`config.mk`:
```
export PLATFORM = sky130hd
export DESIGN_NAME = decimal_ascii_emitter
export DESIGN_NICKNAME = d
export VERILOG_FILES = /design/src/dae_pkg.sv /design/src/dae_cell.sv /design/src/dae_chain.sv /design/src/decimal_ascii_emitter.sv
export SDC_FILE = /design/constraint.sdc
export NUM_CORES = 1
export LEC_CHECK = 0
export BUFFER_PORTS_ARGS = -buffer_cell sky130_fd_sc_hd__buf_4
export CAP_MARGIN = 20
export CELL_PAD_IN_SITES_DETAIL_PLACEMENT = 0
export CELL_PAD_IN_SITES_GLOBAL_PLACEMENT = 2
export CORE_ASPECT_RATIO = 1.4
export CORE_MARGIN = 2
export CORE_UTILIZATION = 25
export DETAILED_ROUTE_END_ITERATION = 7
export PLACE_DENSITY = 0.6
export SETUP_SLACK_MARGIN = 0.15
export SLEW_MARGIN = 20
export SYNTH_ARGS = -nofsm -noshare
export SYNTH_HDL_FRONTEND = slang
export SYNTH_HIERARCHICAL = 1
export SYNTH_SLANG_ARGS = --single-unit
```
`constraint.sdc`:
```
create_clock -name clock -period 8.9 [get_ports clock]
set_clock_uncertainty 0.2 [all_clocks]
set_input_delay 1.335 -clock clock [delete_from_list [all_inputs] [get_ports clock]]
set_output_delay 1.335 -clock clock [all_outputs]
set_load 0.02 [all_outputs]
```
`src/dae_pkg.sv`:
```
// Shared constants, types and codes for the decimal ASCII emitter.
package dae_pkg;

   // Input value and output character widths
   localparam int VALUE_WIDTH = 32;
   localparam int CHAR_WIDTH  = 8;

   // One BCD digit per cell; ten cells cover every 32-bit value
   localparam int DIGIT_WIDTH = 4;
   localparam int NUM_CELLS   = 10;

   // Largest number of digit characters sent per word
   localparam int MAX_DIGITS  = 10;

   // Counter widths
   localparam int BIT_COUNT_WIDTH = $clog2(VALUE_WIDTH);
   localparam int REMAIN_WIDTH    = $clog2(NUM_CELLS + 1);

   // Character codes
   localparam logic [CHAR_WIDTH-1:0] ASCII_ZERO = 8'h30;
   localparam logic [CHAR_WIDTH-1:0] TERMINATOR = 8'h00;

   // What every digit cell does in a cycle
   typedef enum logic [1:0] {
      CELL_HOLD,
      CELL_CLEAR,
      CELL_CONVERT,
      CELL_SHIFT
   } cell_mode_type;

   // Control handed from the sequencer to the digit chain
   typedef struct packed {
      cell_mode_type mode;
      logic          load;
   } chain_ctrl_type;

   // Sequencer states
   typedef enum logic [2:0] {
      ST_IDLE,
      ST_CONVERT,
      ST_SKIP,
      ST_EMIT,
      ST_TERM
   } state_type;

endpackage

```
`src/dae_cell.sv`:
```
// One BCD digit cell: add-3 and shift during conversion, digit shift during output.
module dae_cell (
   input  logic                         clock,
   input  dae_pkg::cell_mode_type       mode,
   input  logic                         carry_in,
   output logic                         carry_out,
   input  logic [dae_pkg::DIGIT_WIDTH-1:0] digit_in,
   output logic [dae_pkg::DIGIT_WIDTH-1:0] digit_out
);
   import dae_pkg::*;

   logic [DIGIT_WIDTH-1:0] digit_ff;
   logic [DIGIT_WIDTH-1:0] digit_ff_in;
   logic [DIGIT_WIDTH-1:0] adjusted;

   // Add 3 when the digit is five or more, so the shift carries correctly
   always_comb begin
      if (digit_ff >= DIGIT_WIDTH'(5)) begin
         adjusted = digit_ff + DIGIT_WIDTH'(3);
      end else begin
         adjusted = digit_ff;
      end
   end

   assign carry_out = adjusted[DIGIT_WIDTH-1];

   // Next digit by mode
   always_comb begin
      unique case (mode)
         CELL_CLEAR:   digit_ff_in = '0;
         CELL_CONVERT: digit_ff_in = {adjusted[DIGIT_WIDTH-2:0], carry_in};
         CELL_SHIFT:   digit_ff_in = digit_in;
         default:      digit_ff_in = digit_ff;
      endcase
   end

   always_ff @(posedge clock) begin
      digit_ff <= digit_ff_in;
   end

   assign digit_out = digit_ff;

endmodule

```
`src/dae_chain.sv`:
```
// Row of BCD digit cells fed by the binary shift register.
module dae_chain (
   input  logic                            clock,
   input  logic                            reset,
   input  dae_pkg::chain_ctrl_type         ctrl,
   input  logic [dae_pkg::VALUE_WIDTH-1:0] value,
   output logic [dae_pkg::DIGIT_WIDTH-1:0] top_digit
);
   import dae_pkg::*;

   logic [VALUE_WIDTH-1:0] bin_ff;
   logic [VALUE_WIDTH-1:0] bin_in;
   logic [NUM_CELLS:0]     carry;
   logic [DIGIT_WIDTH-1:0] digits [NUM_CELLS];

   // Binary word: loaded on accept, shifted out msb first into the chain
   always_comb begin
      if (ctrl.load) begin
         bin_in = value;
      end else if (ctrl.mode == CELL_CONVERT) begin
         bin_in = {bin_ff[VALUE_WIDTH-2:0], 1'b0};
      end else begin
         bin_in = bin_ff;
      end
   end

   always_ff @(posedge clock) begin
      bin_ff <= bin_in;
   end

   assign carry[0] = bin_ff[VALUE_WIDTH-1];

   // Cell 0 holds the least significant digit
   for (genvar i = 0; i < NUM_CELLS; i++) begin : g_cell
      logic [DIGIT_WIDTH-1:0] shift_src;
      if (i == 0) begin : g_first
         assign shift_src = '0;
      end else begin : g_rest
         assign shift_src = digits[i-1];
      end
      dae_cell u_cell (
         .clock     (clock),
         .mode      (ctrl.mode),
         .carry_in  (carry[i]),
         .carry_out (carry[i+1]),
         .digit_in  (shift_src),
         .digit_out (digits[i])
      );
   end

   assign top_digit = digits[NUM_CELLS-1];

   // A 32-bit value fits in the chain: nothing ever leaves the top cell
   a_no_overflow: assert property (@(posedge clock) disable iff (reset)
      ctrl.mode == CELL_CONVERT |-> !carry[NUM_CELLS])
      else $error("digit chain overflow");

   // Load always clears the cells in the same cycle
   a_load_clears: assert property (@(posedge clock) disable iff (reset)
      ctrl.load |-> ctrl.mode == CELL_CLEAR)
      else $error("load without cell clear");

   // The top digit stays in BCD range while shifting out
   a_bcd_top: assert property (@(posedge clock) disable iff (reset)
      ctrl.mode == CELL_SHIFT |-> top_digit <= DIGIT_WIDTH'(9))
      else $error("top digit out of BCD range");

endmodule

```
`src/decimal_ascii_emitter.sv`:
```
// Top level: sequencer, digit chain and output word register.
//
// Usage
//   req_* takes one word: an unsigned 32-bit value in req_tdata.
//   rsp_* returns its decimal digits as ASCII, most significant first, with
//   no leading zeros (zero gives a single '0'), then a zero byte with
//   rsp_tlast high. Only the ten least significant digits are ever sent.
// Timing
//   The word is loaded, then shifted bit by bit with add-3 through the
//   digit cells; leading zero digits are skipped (up to 9) before output
//   starts, then one character per cycle while the receiver takes them,
//   and the terminator. Skipped plus sent digits always make ten.
//   Output shifts the row of cells up one digit per character taken.
//   req_tready is high only while no word is in progress; the next word
//   is taken while the terminator still waits in the output register.
// Reset
//   Synchronous, active high: returns to idle and drops rsp_tvalid.
// Stall
//   A low rsp_tready holds the output word and pauses the digit shift; no
//   character is lost or repeated.
module decimal_ascii_emitter (
   input  logic                            clock,
   input  logic                            reset,
   input  logic                            req_tvalid,
   output logic                            req_tready,
   input  logic [dae_pkg::VALUE_WIDTH-1:0] req_tdata,  // [31:0] value
   output logic                            rsp_tvalid,
   input  logic                            rsp_tready,
   output logic [dae_pkg::CHAR_WIDTH-1:0]  rsp_tdata,  // [7:0] char_out
   output logic                            rsp_tlast
);
   import dae_pkg::*;

   state_type                state_ff, state_in;
   logic [BIT_COUNT_WIDTH-1:0] bit_cnt_ff, bit_cnt_in;
   logic [REMAIN_WIDTH-1:0]  remain_ff, remain_in;
   logic                     rsp_valid_ff, rsp_valid_in;
   logic [CHAR_WIDTH-1:0]    rsp_data_ff, rsp_data_in;
   logic                     rsp_last_ff, rsp_last_in;
   chain_ctrl_type           chain_ctrl;
   logic [DIGIT_WIDTH-1:0]   top_digit;
   logic                     slot_free;

   dae_chain u_chain (
      .clock     (clock),
      .reset     (reset),
      .ctrl      (chain_ctrl),
      .value     (req_tdata),
      .top_digit (top_digit)
   );

   assign slot_free = !rsp_valid_ff || rsp_tready;

   // Next state, counters, chain control and output word
   always_comb begin
      state_in     = state_ff;
      bit_cnt_in   = bit_cnt_ff;
      remain_in    = remain_ff;
      rsp_valid_in = rsp_valid_ff && !rsp_tready;
      rsp_data_in  = rsp_data_ff;
      rsp_last_in  = rsp_last_ff;
      chain_ctrl   = '{mode: CELL_HOLD, load: 1'b0};
      req_tready   = 1'b0;

      unique case (state_ff)
         ST_IDLE: begin
            req_tready = 1'b1;
            if (req_tvalid) begin
               chain_ctrl = '{mode: CELL_CLEAR, load: 1'b1};
               bit_cnt_in = '0;
               remain_in  = REMAIN_WIDTH'(NUM_CELLS);
               state_in   = ST_CONVERT;
            end
         end
         ST_CONVERT: begin
            chain_ctrl.mode = CELL_CONVERT;
            bit_cnt_in      = bit_cnt_ff + BIT_COUNT_WIDTH'(1);
            if (bit_cnt_ff == BIT_COUNT_WIDTH'(VALUE_WIDTH - 1)) begin
               state_in = ST_SKIP;
            end
         end
         ST_SKIP: begin
            // drop digits above the limit and leading zeros, keep at least one
            if (remain_ff > REMAIN_WIDTH'(MAX_DIGITS) ||
                (top_digit == '0 && remain_ff > REMAIN_WIDTH'(1))) begin
               chain_ctrl.mode = CELL_SHIFT;
               remain_in       = remain_ff - REMAIN_WIDTH'(1);
            end else begin
               state_in = ST_EMIT;
            end
         end
         ST_EMIT: begin
            if (slot_free) begin
               rsp_valid_in    = 1'b1;
               rsp_data_in     = ASCII_ZERO + {{(CHAR_WIDTH-DIGIT_WIDTH){1'b0}}, top_digit};
               rsp_last_in     = 1'b0;
               chain_ctrl.mode = CELL_SHIFT;
               remain_in       = remain_ff - REMAIN_WIDTH'(1);
               if (remain_ff == REMAIN_WIDTH'(1)) begin
                  state_in = ST_TERM;
               end
            end
         end
         ST_TERM: begin
            if (slot_free) begin
               rsp_valid_in = 1'b1;
               rsp_data_in  = TERMINATOR;
               rsp_last_in  = 1'b1;
               state_in     = ST_IDLE;
            end
         end
         default: begin
            state_in = ST_IDLE;
         end
      endcase
   end

   // Control registers
   always_ff @(posedge clock) begin
      if (reset) begin
         state_ff     <= ST_IDLE;
         rsp_valid_ff <= 1'b0;
      end else begin
         state_ff     <= state_in;
         rsp_valid_ff <= rsp_valid_in;
      end
   end

   // Counters and output word payload
   always_ff @(posedge clock) begin
      bit_cnt_ff  <= bit_cnt_in;
      remain_ff   <= remain_in;
      rsp_data_ff <= rsp_data_in;
      rsp_last_ff <= rsp_last_in;
   end

   assign rsp_tvalid = rsp_valid_ff;
   assign rsp_tdata  = rsp_data_ff;
   assign rsp_tlast  = rsp_last_ff;

   // A digit word is always an ASCII digit
   a_digit_range: assert property (@(posedge clock) disable iff (reset)
      rsp_tvalid && !rsp_tlast |-> rsp_tdata >= ASCII_ZERO && rsp_tdata <= 8'h39)
      else $error("non-digit character sent");

   // The last word of a value is the zero byte
   a_term_zero: assert property (@(posedge clock) disable iff (reset)
      rsp_tvalid && rsp_tlast |-> rsp_tdata == TERMINATOR)
      else $error("terminator is not zero");

   // Emitting never runs with no digits left
   a_emit_count: assert property (@(posedge clock) disable iff (reset)
      state_ff == ST_EMIT |-> remain_ff != '0 && remain_ff <= REMAIN_WIDTH'(MAX_DIGITS))
      else $error("digit count out of range while emitting");

   // Sending the terminator completes the word and frees the input
   a_term_done: assert property (@(posedge clock) disable iff (reset)
      state_ff == ST_TERM && slot_free |=> rsp_tvalid && rsp_tlast && req_tready)
      else $error("terminator not sent");

endmodule

```
# Word-level counts from Yosys, hierarchy flattened
# Index checks and enable logic that the tools add are counted.
[classes]
n_eq_ne = 16
addsub = 13
order_cmp = 12
muxes = 49
reduce_logical = 20
[op_table]
columns = ["cell", "count"]
rows = [
  ["4-bit case mux with 3 select lines", 10],
  ["32-bit two-way mux", 2],
  ["4-bit two-way mux", 12],
  ["4-bit by 3-bit greater-or-equal comparator with 1-bit output, second input constant", 10],
  ["4-bit by 2-bit adder with 4-bit output, second input constant", 9],
  ["3-bit two-way mux", 7],
  ["8-bit two-way mux", 2],
  ["8-bit case mux with 2 select lines", 1],
  ["3-bit case mux with 5 select lines", 1],
  ["2-bit inequality test, second input constant", 7],
  ["5-bit case mux with 2 select lines", 1],
  ["2-bit case mux with 4 select lines", 1],
  ["4-bit case mux with 2 select lines", 1],
  ["2-bit nonzero test", 4],
  ["6-bit by 4-bit adder with 7-bit output, first input constant", 1],
  ["3-bit by 2-bit == test with 1-bit output, second input constant", 2],
  ["1-bit two-way mux", 6],
  ["2-bit two-way mux", 3],
  ["6-bit AND reduction", 1],
  ["3-bit nonzero test", 2],
  ["5-bit by 1-bit adder with 5-bit output, second input constant", 1],
  ["5-bit == test, second input constant", 1],
  ["5-bit two-way mux", 1],
  ["2-bit == test, second input constant", 2],
  ["18 further kinds", 22],
]
[word_totals]
output_inout_bits = 11
input_bits = 36
elab_cells = 127
ff_bits = 94

# Longest topological paths before layout
# Gate-level depths: netlist of run 1.
[depth]
depth_word = 8
depth_mapped = 9
depth_no_buf = 9

# Modules after synthesis
# Netlist of run 1, hierarchy kept.
[by_module_without_submodules]
columns = ["mod", "area_per_inst_um2", "cells_each", "instances", "seq_area_each_um2"]
rows = [
  ["dae_cell", 299.0, 29, 10, 120.1],
  ["dae_chain", 1502.7, 71, 1, 960.9],
  ["decimal_ascii_emitter", 1053.5, 92, 1, 530.5],
]

# Least setup slack after synthesis of run 1
# Ideal clock, no wire load.
[synth_timing]
path_type = "input to register"
start = "in req_tvalid"
end = "reg u_chain.bin_ff[0] (enable)"
arrival_time_ps = 6553
path_buffers = 0
required_time_ps = 8305
slack_ps = 1752
setup_time_ps = 395
stages = 4
cell_sequence = "or2b_2 a221oi_1 inv_1 a21o_1"
[synth_lines]
columns = ["element", "line", "source"]
rows = [
  ["start: declaration", "decimal_ascii_emitter.sv:24", "input logic req_tvalid,"],
  ["end signal: assignment", "dae_chain.sv:28", "bin_ff <= bin_in;"],
  ["end: declaration", "dae_chain.sv:11", "logic [VALUE_WIDTH-1:0] bin_ff;"],
]

==> run_results.csv, run 1 <==
group,metric,value,unit
timing,setup_slack,5.48,ns
clocking,cts_root_buf,"clkbuf_16",
placed_design,gp_congestion,0.724,
cells_and_area,final_nets,562,
cells_and_area,drive_above_1_share,0.245,
clocking,cts.reportedPaths.clkPinSlew,0.08,ns
yosys,ys_warn_count,6,
timing,grt_setup_unrepaired,"false",
flow_run,max_cap_violations,0,
worst_hold_path,hp-class,"flop to flop",
timing,setup_viol,0,
route,drc,0,
timing,holdWs,0.356,ns
clocking,clk_latency,0.35,ns
cells_and_area,fillers,2318,
clocking,clock_path_buffers,2,
route,drtIter0Drc,170,
cells_and_area,finish.utilization,0.297,
global_routing,grt_pass1_vias,3721,
route,wl_per_cell,13.8,microns
pwr,peakVddDrop,124,uV
setup_path,arrival,3.32,ns
clocking,post-cts-setup-buffers,0,
yosys,synth_area,5530,sq um
global_routing,grt_first_pass_wirelength,18400,microns
pwr,power_per_cell_area,210,nW/um^2
die,ios,47,
timing,worst_pin_slew,1.04,ns
global_routing,antenna_found_initial,0,
setup_path,critical_path_required,8.80,ns
global_routing,grt_max_degree,72,
clocking,cts_resized,0,
die,num_rows,64,
setup_path,end_kind,"flop",
outcome,status,"finished, final reports clean",
clocking,cts_max_level,3,
clocking,cts_made_buffers,9,
placed_design,pre_cts_ws,5.11,ns
route,routed_wl,11100,microns
die,die_h,180,microns
timing,hold_violations,0,
route,vias,3638,
pwr,leakage,2.75,nW
cells_and_area,seqCellArea,2690,sq um
die,start_util,0.254,
cells_and_area,multiInputGateArea,2630,sq um
route,dr.pass1.iters,4,
die,die_w,130,microns
global_routing,grt_overflow_total,0,
yosys,syn-instance-count,449,
timing,fin_crit,3.42,ns
timing,period_share,0.385,
yosys,syn_avg_cell_area,12.3,sq um
placed_design,dp.final_hpwl,7630,microns
timing,slew_viol_final,0,
route,vias_per_cell,4.53,
clocking,holdBufCountCts,0,
cells_and_area,area_delta_synth_final,17.2,%
clocking,cts_tree,"built",
placed_design,numPortBuffers,44,
die,die_area,23300,sq um
cells_and_area,antenna_cells,0,
setup_path,critPathKind,"input pin to flop",
setup_path,path_max_fanout,71,
clocking,cts.sinks,91,
timing,clock.fmax,292,MHz
route,ant_nets,0,
global_routing,track_usage,0.0982,
timing,fin_setup_tns,0,ns
setup_path,start_kind,"input pin",
die,core_area,21800,sq um
timing,relSlewSlack,0.307,
through the flow:
step / cell area (sq um) / cells / power (mW)
finish: 6480 / 803 / 1.36
global route: 6480 / 803 / 1.45
CTS: 6480 / 803 / 1.39
detailed placement: 6170 / 787 / 0.986
global placement: 6170 / 787 / 0.980
floorplan: 5540 / 453 / 0.898
routing by layer:
layer | wire, microns | vias up | share of wire | global-route usage
met3 | 220 | 10 | 0.020 | 0.0182
met1 | 4920 | 1763 | 0.44 | 0.119
li1 | - | 1826 | - | -
met2 | 5750 | 39 | 0.52 | 0.169
met5 | 0 | - | 0 | 0
met4 | 204 | 0 | 0.018 | 0.0413
placed cells by master (no fill, tap or decap), drive strengths merged, types with 11 or more instances in the layout:
master  instances
a211o          21
buf            47
nand2          15
a21o           12
ha             25
nor2b          17
nor3b          11
edfxtp         87
inv            39
nand2b         13
o21ai          28
and3           24
mux2           31
a311oi         11
sequential cells by signal, summed over array words and instances (netlist names):
name / flops
bit_cnt_ff: 5
remain_ff: 4
rsp_tdata: 5
rsp_tlast: 1
rsp_tvalid: 1
state_ff: 3
u_chain/bin_ff: 32
u_chain/g_cell.u_cell/digit_out: 40
worst max-delay path: stages:
cell	delay, ns
buf_4	0.09
or2b_2	0.32
a221oi_4	0.29
buf_4	0.65
inv_2	0.10
and3_1	0.18
a211o_1	0.28
worst paths after layout:
kind,start,end,slack (ns),depth (start not counted)
max,req_tvalid,u_chain/g_cell[3].u_cell/digit_out[1]$_DFFE_PP_,5.48,7
min,u_chain/bin_ff[20]$_DFFE_PP_,u_chain/bin_ff[21]$_DFFE_PP_,0.36,1
max reg2reg,remain_ff[0]$_SDFFCE_PN0P_,u_chain/g_cell[3].u_cell/digit_out[1]$_DFFE_PP_,5.69,10
min reg2reg,u_chain/bin_ff[20]$_DFFE_PP_,u_chain/bin_ff[21]$_DFFE_PP_,0.36,1
cell type report:
cell class	count	area share
Clock inverter	7	0.0122
Clock buffer	9	0.0348
Timing Repair Buffer	47	0.0545
Sequential cell	91	0.416
Inverter	35	0.0203
Multi-Input combinational cell	317	0.405
Tap cell	297	0.0574
report_power, final:
part	switching [mW]	internal [mW]	total, mW
sequential	0.0762	0.566	0.642
clock	0.189	0.201	0.390
combinational	0.166	0.163	0.329
Power figures use the tool's default switching activity.
==> run 2, diff against run 1 <==
==> constraint.sdc (replaced) <==
create_clock -name clock -period 3.5 [get_ports clock]
set_clock_uncertainty 0.2 [all_clocks]
set_input_delay 0.525 -clock clock [delete_from_list [all_inputs] [get_ports clock]]
set_output_delay 0.525 -clock clock [all_outputs]
set_load 0.02 [all_outputs]
==> run 2 against run 1 <==
  * Critical path depth grew 3
  * Via count grew 0.16%
  * Worst setup slack lost 4.8 ns
  * Sequential share of layout area shrank 0.39 points
  * Largest cell class unchanged
  * Critical endpoint is now u_chain/g_cell[7].u_cell/digit_out[1]$_DFFE_PP_
  * Combinational power grew to 2.6 times the previous value
  * First-iteration DRC count grew 42%
  * Critical path type is now flop to flop
  * Count of clock-buffer cells in the layout is the same
  * Worst hold slack lost 0.19 ns
  * Final area grew 0.95%
  * Sequential power grew to 2.5 times the previous value
  * Final cell count grew 0.25%
  * Clock power grew to 2.7 times the previous value
==> run_results.csv, run 2 (synthesized netlist as in run 1, its figures left out) <==
group,metric,value,unit
clocking,cts_max_level,3,
cells_and_area,final_nets,564,
setup_path,reg2reg_slack,0.65,ns
setup_path,rr_endpoint,"u_chain/g_cell[7].u_cell/digit_out[1]$_DFFE_PP_",
setup_path,path_max_fanout,71,
die,core_area,21800,sq um
global_routing,grt_overflow_total,0,
global_routing,grt_max_degree,72,
die,die_area,23300,sq um
pwr,leakage,2.77,nW
global_routing,grt_pass1_vias,3783,
setup_path,rr_worst_depth,10,
cells_and_area,drive_above_1_share,0.252,
placed_design,dp.final_hpwl,7460,microns
die,die_w,130,microns
timing,relSlewSlack,0.501,
setup_path,startpoint,"remain_ff[0]$_SDFFCE_PN0P_",
route,routed_wl,11000,microns
timing,setup_viol,0,
timing,worst_pin_slew,0.748,ns
die,die_h,180,microns
global_routing,grt_first_pass_wirelength,18500,microns
worst_hold_path,hp-class,"input pin to flop",
cells_and_area,finish.utilization,0.300,
timing,slew_viol_final,0,
placed_design,place_inst,789,
clocking,cts_tree,"built",
worst_hold_path,min_delay_path_depth,2,
setup_path,critPathKind,"flop to flop",
clocking,clk_latency,0.36,ns
clocking,cts_made_buffers,9,
clocking,cts_resized,0,
timing,hold_violations,0,
cells_and_area,layout_common_cells,"87 x edfxtp_1, 47 x buf_4, 28 x mux2_4, 28 x o21ai_0, 25 x inv_1",
pwr,power_per_cell_area,538,nW/um^2
timing,grt_setup_unrepaired,"false",
route,wl_per_cell,13.7,microns
cells_and_area,area_delta_synth_final,18.3,%
cells_and_area,final_common_cell,"edfxtp_1",
route,dr.pass1.iters,4,
route,ant_nets,0,
die,num_rows,64,
setup_path,crit_path_end,"u_chain/g_cell[7].u_cell/digit_out[1]$_DFFE_PP_",
setup_path,end_kind,"flop",
timing,period_share,0.814,
timing,clock.fmax,351,MHz
clocking,cts.sinks,91,
clocking,holdBufCountCts,0,
route,drtIter0Drc,242,
setup_path,arrival,2.75,ns
route,vias_per_cell,4.53,
clocking,cts_root_buf,"clkbuf_16",
die,start_util,0.254,
setup_path,start_kind,"flop",
setup_path,worstReg2RegStart,"remain_ff[0]$_SDFFCE_PN0P_",
cells_and_area,layout.cells.non_filler,805,
cells_and_area,largest_reg_flops,40,
pwr,peakVddDrop,230,uV
flow_run,max_cap_violations,0,
route,vias,3644,
setup_path,critical_path_required,3.40,ns
outcome,status,"finished, final reports clean",
cells_and_area,fillers,2250,
clocking,cts.reportedPaths.clkPinSlew,0.07,ns
clocking,clock_path_buffers,2,
global_routing,antenna_found_initial,0,
cells_and_area,antenna_cells,0,
global_routing,track_usage,0.0978,
timing,fin_crit,2.85,ns
placed_design,gp_congestion,0.730,
placed_design,numPortBuffers,44,
route,drc,0,
clocking,post-cts-setup-buffers,0,
die,ios,47,
[run 2: layout make-up]
cell class	instances	area, sq um	share of cell area
Inverter	35	131	0.0201
Tap cell	297	372	0.0568
Multi-Input combinational cell	317	2640	0.403
Clock buffer	9	225	0.0344
Clock inverter	7	90.1	0.0138
Sequential cell	91	2690	0.412
Timing Repair Buffer	49	393	0.0601
[run 2: worst min path at each step]
stage	startpoint	to	slack, ns
4_1_cts	reset	state_ff[2]$_SDFFE_PP0P_	0.15
6_report	reset	state_ff[2]$_SDFFE_PP0P_	0.16
5_1_grt	reset	rsp_tvalid$_SDFF_PP0_	0.16
3_3_place_gp	u_chain/bin_ff[21]$_DFFE_PP_	u_chain/bin_ff[22]$_DFFE_PP_	0.34
2_1_floorplan	u_chain/bin_ff[26]$_DFFE_PP_	u_chain/bin_ff[27]$_DFFE_PP_	0.32
3_5_place_dp	u_chain/bin_ff[19]$_DFFE_PP_	u_chain/bin_ff[20]$_DFFE_PP_	0.33
[run 2: critical path, cell delays in order (launching register included)]
cell	delay, ns
edfxtp_1	0.41
inv_1	0.09
ha_2	0.20
o21bai_1	0.15
a21o_2	0.16
a31oi_4	0.12
a221oi_4	0.35
buf_12	0.34
inv_2	0.09
and3_1	0.16
a211o_1	0.29
[run 2: power breakdown]
group / internal [mW] / switching [mW]
sequential: 1.44 / 0.188
combinational: 0.423 / 0.429
clock: 0.572 / 0.464
total: 2.44 / 1.08
[run 2: routing by layer]
layer | routed length (microns) | global-route usage | vias up
li1 | - | - | 1829
met1 | 5140 | 0.122 | 1772
met2 | 5450 | 0.163 | 32
met3 | 207 | 0.0173 | 11
met4 | 211 | 0.0443 | 0
met5 | 0 | 0 | -
[run 2: per-stage QoR]
stage	setup TNS, ns	power (mW)	area [sq um]	setup WS, ns	hold WS, ns
6_report	0	3.52	6540	0.652	0.162
5_1_grt	0	3.74	6540	0.502	0.160
2_1_floorplan	-1.46	2.27	5590	-0.0373	0.325
3_5_place_dp	0	2.51	6220	0.662	0.335
4_1_cts	0	3.57	6540	0.653	0.147
3_3_place_gp	0	2.51	6220	0.739	0.336
==> run 3, diff against run 2 <==
--- a/config.mk
+++ b/config.mk
@@ -13,7 +13,7 @@
 export CORE_MARGIN = 2
 export CORE_UTILIZATION = 25
 export DETAILED_ROUTE_END_ITERATION = 7
-export PLACE_DENSITY = 0.6
+export PLACE_DENSITY = 0.62
 export SETUP_SLACK_MARGIN = 0.15
 export SLEW_MARGIN = 20
 export SYNTH_ARGS = -nofsm -noshare
==> constraint.sdc (replaced) <==
create_clock -name clock -period 2.61 [get_ports clock]
set_clock_uncertainty 0.2 [all_clocks]
set_input_delay 0.3915 -clock clock [delete_from_list [all_inputs] [get_ports clock]]
set_output_delay 0.3915 -clock clock [all_outputs]
set_load 0.02 [all_outputs]
==> run 3 against run 2 <==
  * Via count up 6.9%
  * Sequential power rose by 36%
  * The flow now finishes with violations (negative setup slack)
  * Final cell count up 6.6%
  * Sequential cell count unchanged
  * Power increased by 44%
  * Worst hold slack worse by 0.13 ns
  * Critical path type unchanged
  * Clock power grew 28%
  * Combinational power grew 81%
  * Non-clock buffer count increased by 50
  * First-iteration DRC count is 17% lower
  * Global-route usage grew 1.1 points
  * Core utilization up 3.5 points
==> run_results.csv, run 3 (synthesized netlist as in run 1, its figures left out) <==
group,metric,value,unit
cells_and_area,fin_area,7310,sq um
die,core_area,21800,sq um
pwr,peakVddDrop,334,uV
worst_hold_path,holdPathEnd,"state_ff[2]$_SDFFE_PP0P_",
cells_and_area,final_common_cell,"edfxtp_1",
cells_and_area,drive_above_1_share,0.355,
clocking,clk_latency,0.36,ns
route,routed_wl,12300,microns
worst_hold_path,min_delay_path_depth,2,
setup_path,cpPeakStageDelay,0.43,ns
setup_path,arrival,2.57,ns
route,dr.pass1.iters,5,
placed_design,gp_congestion,0.762,
setup_path,end_kind,"flop",
setup_path,reg2reg_slack,-0.06,ns
clocking,cts_max_level,3,
die,die_w,130,microns
timing,clock.fmax,374,MHz
die,die_area,23300,sq um
cells_and_area,fillers,2229,
setup_path,cp_slowest_cell,"edfxtp_1",
die,ios,47,
timing,hold_violations,0,
placed_design,numPortBuffers,44,
setup_path,critical_path_required,2.51,ns
die,start_util,0.254,
worst_hold_path,hp-class,"input pin to flop",
global_routing,antenna_found_initial,0,
route,drtIter0Drc,200,
route,wl_per_cell,14.3,microns
clocking,cts.sinks,91,
pwr,power_per_cell_area,694,nW/um^2
setup_path,rr_worst_depth,11,
clocking,holdBufCountCts,0,
cells_and_area,finish.utilization,0.335,
setup_path,start_kind,"flop",
route,vias_per_cell,4.54,
global_routing,grt_first_pass_wirelength,20300,microns
timing,setup_slack,-0.0629,ns
placed_design,place_area,6530,sq um
cells_and_area,antenna_cells,0,
global_routing,track_usage,0.108,
die,num_rows,64,
die,die_h,180,microns
setup_path,path_max_fanout,7,
timing,period_share,1.02,
timing,slew_viol_final,0,
placed_design,dp.final_hpwl,8280,microns
setup_path,critPathKind,"flop to flop",
clocking,cts.reportedPaths.clkPinSlew,0.08,ns
clocking,cts_root_buf,"clkbuf_16",
setup_path,cp_cell_sequence,"inv_2, ha_4, inv_2, a211o_1, a31oi_4, a221oi_4, buf_12, buf_12, clkbuf_16, a211o_1, o211a_1",
timing,fin_crit,2.67,ns
global_routing,grt_overflow_total,0,
global_routing,grt_max_degree,27,
clocking,cts_made_buffers,9,
worst_hold_path,hp-start,"reset",
route,ant_nets,0,
clocking,clock_path_buffers,2,
clocking,cts_tree,"built",
timing,setup_viol,21,
route,drc,0,
outcome,violations,"negative setup slack",
outcome,status,"finished with violations",
route,vias,3894,
cells_and_area,final_nets,617,
pwr,leakage,3.11,nW
cells_and_area,largest_reg_flops,40,
timing,grt_setup_unrepaired,"true",
flow_run,max_cap_violations,0,
setup_path,rr_endpoint,"u_chain/g_cell[9].u_cell/digit_out[3]$_DFFE_PP_",
setup_path,worstReg2RegStart,"remain_ff[0]$_SDFFCE_PN0P_",
cells_and_area,area_delta_synth_final,32.2,%
global_routing,grt_pass1_vias,4090,
cells_and_area,layout_common_cells,"87 x edfxtp_1, 81 x buf_4, 28 x mux2_4",
[run 3: changes by cell type in the layout (fill, tap and decap cells not counted), moves of 6 or more]
cell,change
a2111oi_0,-9
o21ai_1,+6
a2111oi_4,+6
buf_4,+34
o21ai_0,-7
buf_6,+7
or2_2,-10
or2_4,+10
[run 3: stage by stage]
| stage | power [mW] | setup TNS (ns) | std cells | worst slack (ns) | hold slack, ns |
|---|---|---|---|---|---|
| after floorplan | 3.05 | -89.63 | 453 | -0.926 | 0.261 |
| after global placement | 3.47 | -3.46 | 828 | -0.0928 | 0.338 |
| after detailed placement | 3.48 | -5.93 | 828 | -0.135 | 0.335 |
| after CTS | 5.04 | -0.294 | 854 | -0.0273 | 0.0145 |
| after global routing | 5.38 | -6.65 | 858 | -0.172 | 0.0366 |
| final | 5.07 | -0.590 | 858 | -0.0629 | 0.0323 |
[run 3: critical path: cells and delay by family, from the launching register on]
kind	cells	cell delay, ns
AO/OA/AOI/OAI	5	1.04
buffers and inverters	5	0.59
flip-flops	1	0.43
adder cells (fa/ha/maj)	1	0.13
[run 3: area by class of cell]
type                       count  area, sq um  share of cell area
timing repair buffer          99          942               0.129
sequential                    91         2690               0.369
multi-input combinational    320         2870               0.392
tap                          297          372              0.0509
clock buffer                   9          225              0.0308
clock inverter                 7         76.3              0.0104
inverter                      35          131              0.0180
[run 3: where the power goes]
part	leakage (nW)	switching (mW)	internal (mW)
sequential	0.909	0.277	1.93
clock	0.149	0.644	0.682
combinational	2.05	0.704	0.832
total	3.11	1.63	3.44
[run 3: worst max path at each step]
stage | start | end | cells after the start
2_1_floorplan | u_chain/g_cell[9].u_cell/digit_out[0]$_DFFE_PP_ | u_chain/bin_ff[0]$_SDFFCE_PN0P_ | 6
3_3_place_gp | remain_ff[0]$_SDFFCE_PN0P_ | u_chain/g_cell[5].u_cell/digit_out[2]$_DFFE_PP_ | 9
3_5_place_dp | remain_ff[0]$_SDFFCE_PN0P_ | u_chain/g_cell[8].u_cell/digit_out[2]$_DFFE_PP_ | 10
4_1_cts | remain_ff[0]$_SDFFCE_PN0P_ | u_chain/g_cell[1].u_cell/digit_out[1]$_DFFE_PP_ | 10
5_1_grt | remain_ff[0]$_SDFFCE_PN0P_ | u_chain/g_cell[9].u_cell/digit_out[3]$_DFFE_PP_ | 11
6_report | remain_ff[0]$_SDFFCE_PN0P_ | u_chain/g_cell[9].u_cell/digit_out[3]$_DFFE_PP_ | 11
[run 3: layer usage]
metal	up-vias	share of wire	GRT usage
li1	1948	-	-
met1	1884	0.42	0.125
met2	50	0.54	0.195
met3	12	0.022	0.0152
met4	0	0.020	0.0486
met5	-	0	0
[run 3: what timing repair did]
item / 4_1_cts / 5_1_grt
setup endpoints to repair: 112 / 112
cloned: 5 / 2
resized for setup: 45 / 22
setup buffers: 5 / 2
pin swaps: 8 / 13
